File: config.mk
export PLATFORM = sky130hd
export DESIGN_NAME = kss_ctrl
export DESIGN_NICKNAME = d
export VERILOG_FILES = /design/src/hdl/kss_pkg.sv /design/src/hdl/kss_ctrl.sv
export SDC_FILE = /design/constraint.sdc
export NUM_CORES = 1
export LEC_CHECK = 0
export BUFFER_PORTS_ARGS = -buffer_cell sky130_fd_sc_hd__buf_2
export CORE_AREA = 2 2 39 41
export CTS_BUF_LIST = sky130_fd_sc_hd__clkbuf_2 sky130_fd_sc_hd__clkbuf_4 sky130_fd_sc_hd__clkbuf_8
export DETAILED_ROUTE_END_ITERATION = 8
export DIE_AREA = 0 0 41 43
export GPL_ROUTABILITY_DRIVEN = 0
export HOLD_SLACK_MARGIN = 0.05
export MAX_ROUTING_LAYER = met4
export RECOVER_POWER = 25
export SYNTH_ARGS = -nofsm -noshare
export SYNTH_HDL_FRONTEND = slang
export SYNTH_SLANG_ARGS = --single-unit
File: constraint.sdc
create_clock -name clk -period 1.8 [get_ports clk]
set_input_delay 0.27 -clock clk [delete_from_list [all_inputs] [get_ports clk]]
set_output_delay 0.27 -clock clk [all_outputs]
set_load 0.01 [all_outputs]
File: src/hdl/kss_pkg.sv
// ----------------------------------------------------------------------------
// kss_pkg: shared types and constants for the k-th smallest select core
// Word layouts of both channels, datapath op codes and the status group.
// ----------------------------------------------------------------------------
package kss_pkg;

	localparam int unsigned VALUE_W = 32;
	localparam int unsigned RANK_W  = 11;

	localparam logic [VALUE_W-1:0] VALUE_MAX = {1'b0, {(VALUE_W-1){1'b1}}};

	typedef struct packed {
		logic signed [VALUE_W-1:0] value;
		logic                      last;
		logic        [RANK_W-1:0]  select_rank;
	} item_t;

	typedef struct packed {
		logic signed [VALUE_W-1:0] kth_value;
		logic                      rank_invalid;
		logic                      overflow;
	} result_t;

	typedef enum logic [3:0] {
		OP_NONE,
		OP_LOAD,
		OP_WIN_INIT,
		OP_PIV_RD,
		OP_PIV_SET,
		OP_SCAN_RD,
		OP_SWAP_LO,
		OP_SWAP_HI,
		OP_SKIP,
		OP_FIN,
		OP_RESULT
	} op_t;

	typedef struct packed {
		op_t op;
	} cmd_t;

	typedef struct packed {
		logic rank_bad;
		logic j_at_hi;
		logic le;
		logic hit;
	} status_t;

endpackage

File: src/hdl/kss_ctrl.sv
// ----------------------------------------------------------------------------
// kss_ctrl: sequencer for loading, partition passes and result hand-off
// Issues one datapath op per cycle and owns the output word valid.
// ----------------------------------------------------------------------------
module kss_ctrl (
	input  logic             clk,
	input  logic             arst_n,
	input  logic             item_valid,
	input  logic             item_last,
	output logic             item_stall,
	output logic             result_valid,
	input  logic             result_stall,
	input  kss_pkg::status_t status,
	output kss_pkg::cmd_t    cmd
);
	import kss_pkg::*;

	typedef enum logic [3:0] {
		ST_LOAD,
		ST_CHECK,
		ST_PIV_RD,
		ST_PIV_SET,
		ST_SCAN_RD,
		ST_CMP,
		ST_SWAP,
		ST_FIN,
		ST_RESULT
	} state_t;

	state_t state_q;
	logic   out_valid_q;
	logic   out_free;

	assign out_free     = !out_valid_q || !result_stall;
	assign item_stall   = (state_q != ST_LOAD);
	assign result_valid = out_valid_q;

	always_comb begin
		cmd.op = OP_NONE;
		case (state_q)
			ST_LOAD:    cmd.op = item_valid ? OP_LOAD : OP_NONE;
			ST_CHECK:   cmd.op = status.rank_bad ? OP_NONE : OP_WIN_INIT;
			ST_PIV_RD:  cmd.op = OP_PIV_RD;
			ST_PIV_SET: cmd.op = OP_PIV_SET;
			ST_SCAN_RD: cmd.op = OP_SCAN_RD;
			ST_CMP:     cmd.op = status.le ? OP_SWAP_LO : OP_SKIP;
			ST_SWAP:    cmd.op = OP_SWAP_HI;
			ST_FIN:     cmd.op = OP_FIN;
			ST_RESULT:  cmd.op = out_free ? OP_RESULT : OP_NONE;
			default:    cmd.op = OP_NONE;
		endcase
	end

	always_ff @(posedge clk or negedge arst_n) begin
		if (!arst_n) begin
			state_q     <= ST_LOAD;
			out_valid_q <= 1'b0;
		end else begin
			if (cmd.op == OP_RESULT) begin
				out_valid_q <= 1'b1;
			end else if (!result_stall) begin
				out_valid_q <= 1'b0;
			end
			case (state_q)
				ST_LOAD: begin
					if (item_valid && item_last) begin
						state_q <= ST_CHECK;
					end
				end
				ST_CHECK: begin
					state_q <= status.rank_bad ? ST_RESULT : ST_PIV_RD;
				end
				ST_PIV_RD:  state_q <= ST_PIV_SET;
				ST_PIV_SET: state_q <= ST_SCAN_RD;
				ST_SCAN_RD: begin
					// last read of a pass also fetches the entry under i
					state_q <= status.j_at_hi ? ST_FIN : ST_CMP;
				end
				ST_CMP: begin
					state_q <= status.le ? ST_SWAP : ST_SCAN_RD;
				end
				ST_SWAP: state_q <= ST_SCAN_RD;
				ST_FIN: begin
					state_q <= status.hit ? ST_RESULT : ST_PIV_RD;
				end
				ST_RESULT: begin
					if (out_free) begin
						state_q <= ST_LOAD;
					end
				end
				default: state_q <= ST_LOAD;
			endcase
		end
	end

`ifndef SYNTHESIS
	a_result_slot_free: assert property (@(posedge clk) disable iff (!arst_n)
		(cmd.op == OP_RESULT) |-> (!out_valid_q || !result_stall))
		else $error("result word overwritten while stalled");

	a_result_shown: assert property (@(posedge clk) disable iff (!arst_n)
		(cmd.op == OP_RESULT) |=> out_valid_q && (state_q == ST_LOAD))
		else $error("result word not presented after hand-off");

	a_rise_from_result: assert property (@(posedge clk) disable iff (!arst_n)
		$rose(out_valid_q) |-> $past(cmd.op == OP_RESULT))
		else $error("output word valid without a result");
`endif

endmodule

Word-level counts from Yosys, hierarchy flattened. Index checks and enable logic that the tools add are counted.

Eq/ne operators: 12. Multiplexer cells: 14. Reductions and logical operators: 8.

Operators with widths (count): $pmux 4 s9 (1); $pmux 4 s8 (1); $mux 4 (6); $eq 4x3->1 const B (4); $eq 4x2->1 const B (2); $eq 4x4->1 const B (2); $mux 2 (3); $eq 4x1->1 const B (1); $logic_not 4->1 (1); $ne 2x2->1 const B (2); $reduce_bool 4->1 (1); $mux 1 (3); $logic_not 1->1 (2); $ne 2x1->1 const B (1); $reduce_and 2->1 (1); $reduce_or 2->1 (1); $logic_and 1x1->1 (1); $logic_or 1x1->1 (1).

Register bits: 5.

Longest topological paths before layout.
Depth in word-level cells: 6. Depth in mapped cells: 4. Depth with buffers taken out: 3.

Least setup slack after synthesis. Ideal clock, no wire load.

Path kind: reg-to-output. Start: register state_q[2]. End: output port cmd[1] (netlist bit). Arrival time: 1.193 ns. Required time: 1.530 ns. Slack: 0.337 ns. Cell stages (with the launch flop): 5. Buffers on the path: 1. Cell sequence: dfrtp_1 buf_6 or2_0 a2111o_1 o311ai_1.

RTL lines: start: declaration (line kss_ctrl.sv:30) `state_t state_q;`; start signal: assignment (line kss_ctrl.sv:71) `state_q <= status.rank_bad ? ST_RESULT : ST_PIV_RD;`; start signal: assignment (line kss_ctrl.sv:77) `state_q <= status.j_at_hi ? ST_FIN : ST_CMP;`; start signal: assignment (line kss_ctrl.sv:80) `state_q <= status.le ? ST_SWAP : ST_SCAN_RD;`; end: declaration (line kss_ctrl.sv:14) `output kss_pkg::cmd_t cmd`.

==> impl_results.md <==
- Result of the run: finished, final reports clean
- Pin count of the biggest net entering global routing: 14
- Endpoints failing setup: 0
- Post-route setup TNS: 0 ns
- Area Growth Syn to Fin: 37.0%
- Hold WC Path Type: primary input to flop
- Reg clk slew, reported paths: 0.05 ns
- Vias: 389
- Final wirelength: 865 µm
- Post-layout min period: around 1.7 ns
- Mean Syn Cell Area: 8.22 µm²
- DR pass1 iterations: 3
- Synth Cell Area: between 300 and 400 µm²
- Worst R2R End: state_q[1]$_DFFE_PN0P_
- Gr ovfl total: 0
- ANT cells: 0
- CTS tree: built
- Via density: approximately 5.0
- Max Clk Rate: between 500 and 600 MHz
- RSZ-0062 raised after global routing: no
- Placed cell count: 73
- Die W: 41 µm
- Number of flops mapped to enable cells by yosys: 0
- Syn Nets: 53
- Number of global-route vias before repair: between 300 and 400
- Max Transition Viols Final: 0
- Hold wc startpoint: result_stall
- Crit path DAT: 1.44 ns
- DRC errors left: 0
- Root Buffer: clkbuf_4
- TritonCTS Buffers: 3
- Worst Hold End: result_valid$_DFFE_PN0P_
- Max-cap violations: 0
- Yosys reg bits: 5
- R2R Path Start: state_q[1]$_DFFE_PN0P_
- Global-route wire length before repair: 1450 µm
- PortBufs: 14
- H-tree levels: 1
- Latest clock arrival within the worst-skew pair: 0.24 ns
- Reg2reg setup slack: 0.58 ns
- Post-synth cell types: 26
- PwrDens: 1740 mW/mm²
- Crit path max fanout: 9
- Seq/Total Area, Yosys: 34.6%
- Ys async rst share: 100%
- Slowest cell on the critical path: a2111o_1
- Die H: around 43 µm
- Starting Density: 26.1%
- Fin cells: 78
- Reg2Reg Depth: 3
- I/O pins: 15
- Critical path type: flop to primary output
- Total GRT Usage: 12.7%
- Worst rel slew slack: roughly three quarters
- YS warnings: 0
- Critical Path Max Stage Delay: 0.42 ns
- Worst setup EP type: primary output
- Crit path buffers/inverters: 2
- Post-Route Skew: between 0.004 and 0.005 ns
- Post-layout nets: 72
- Critical Path Stages: 5
- DR iter-0 viols: 5
- CP Cell Sequence: buf_4 > nand2_1 > a2111o_1 > o311ai_2 > buf_2
- Final Cycle Share: a little over nine tenths
- Startpoint type of the worst setup path: flop
- WHS Path Cells: 3
- CP top delay family: compound AO/OA/AOI/OAI gates
- FILL cells: 148
- Layout cells sized above 1: 37.1%
- Maximum VDD drop: 590 µV
- Row count: 14
- CTS max path bufs: 2
- Initial antenna violation count: 0
- Top FF cell, synth: dfrtp_1
- Post-CTS repair timing setup buffer count: 0
- Final hold violations: 0
- DRT antenna net count: 0
- CTS Sinks: 5
- Post-DR wirelength/cell: 11.1 µm
- Leak: 0.000237 µW
- Critical Path RT: 1.53 ns
- Measured slew at the worst slew-check pin: about 0.38 ns
- Die ar.: 0.00176 mm²
- Core area: 0.00138 mm²
- Dpl hpwl: 650 µm
- Syn Inst Count: 44
## cell type report
class / count / area [µm²] / area share [%]
multi-input combinational: 32 / 208 / 41.9
sequential: 5 / 125 / 25.3
timing repair buffer: 18 / 101 / 20.5
clock buffer: 4 / 30.0 / 6.06
tap: 16 / 20.0 / 4.04
inverter: 3 / 11.3 / 2.27
## report_power, final
group | internal [µW] | leakage (µW) | switching, µW
sequential | 158 | 0.0000646 | 66.5
combinational | 231 | 0.000154 | 259
clock | 98.9 | 0.0000184 | 46.6
total | 488 | 0.000237 | 372
## cells in the mapped netlist (2+ instances only)
| master | count | area (µm²) |
|---|---|---|
| nand2_1 | 7 | 26.3 |
| a21oi_1 | 3 | 15.0 |
| inv_1 | 3 | 11.3 |
| nor2_1 | 2 | 7.51 |
| nand3_1 | 2 | 10.0 |
| buf_2 | 2 | 10.0 |
| a211oi_1 | 2 | 15.0 |
| dfrtp_1 | 5 | 125 |
## per-stage QoR
step                power (µW)  worst slack (ns)  utilization, %  hold slack [ns]  area (µm²)
global route               949           0.00114            35.8            0.296         495
detailed placement         703             0.315            32.5           0.0877         449
CTS                        857            0.0587            35.4            0.279         489
floorplan                  550             0.337               -          -0.0256         362
global placement           701             0.315            32.5           0.0898         449
finish                     860            0.0934            35.8            0.281         495
## layout by cell type, fill, tap and decap left out, drive strengths merged, types with 2 or more instances in the layout
master / n
buf: 16
nand2: 7
dfrtp: 5
clkbuf: 5
inv: 3
a21oi: 3
nor2: 2
nand3: 2
a211oi: 2
## tightest hold or removal path, cell delays in order
cell     delay, ns
buf_2         0.08
nand2_1       0.08
nand2_1       0.06
## layer usage
layer	track usage, %	routed length, µm	vias up
li1	-	-	205
met1	18.1	448	175
met2	14.7	373	7
met3	7.85	40	2
met4	4.00	4	0
met5	-	0	-
## worst max-delay path by stage
stage / start / endpoint
after CTS: state_q[2]$_DFFE_PN0P_ / cmd[1]
final: state_q[2]$_DFFE_PN0P_ / cmd[1]
after global routing: state_q[1]$_DFFE_PN0P_ / cmd[1]
after detailed placement: status[3] / cmd[1]
after floorplan: state_q[2]$_DFFE_PN0P_ / cmd[1]
after global placement: status[3] / cmd[1]
## sequential cells by signal, summed over array words and instances (netlist names)
signal	count
state_q	4
result_valid	1
## logic make-up (layout without fill, tap and decap cells)
logic type	count (synthesis)	count (layout)	synth area share (%)
simple gates	17	17	22.8
compound gates	14	14	29.8
mux	1	1	2.77
flops	5	5	34.6
buf+inv	7	25	10.0
## timing repair
item | 4_1_cts | 5_1_grt
gates resized for setup | 0 | 1
hold buffers | 1 | 0
hold endpoints to repair | 5 | 0
setup endpoints to repair | 0 | 1
No activity file was read; power rests on OpenSTA's default activity.
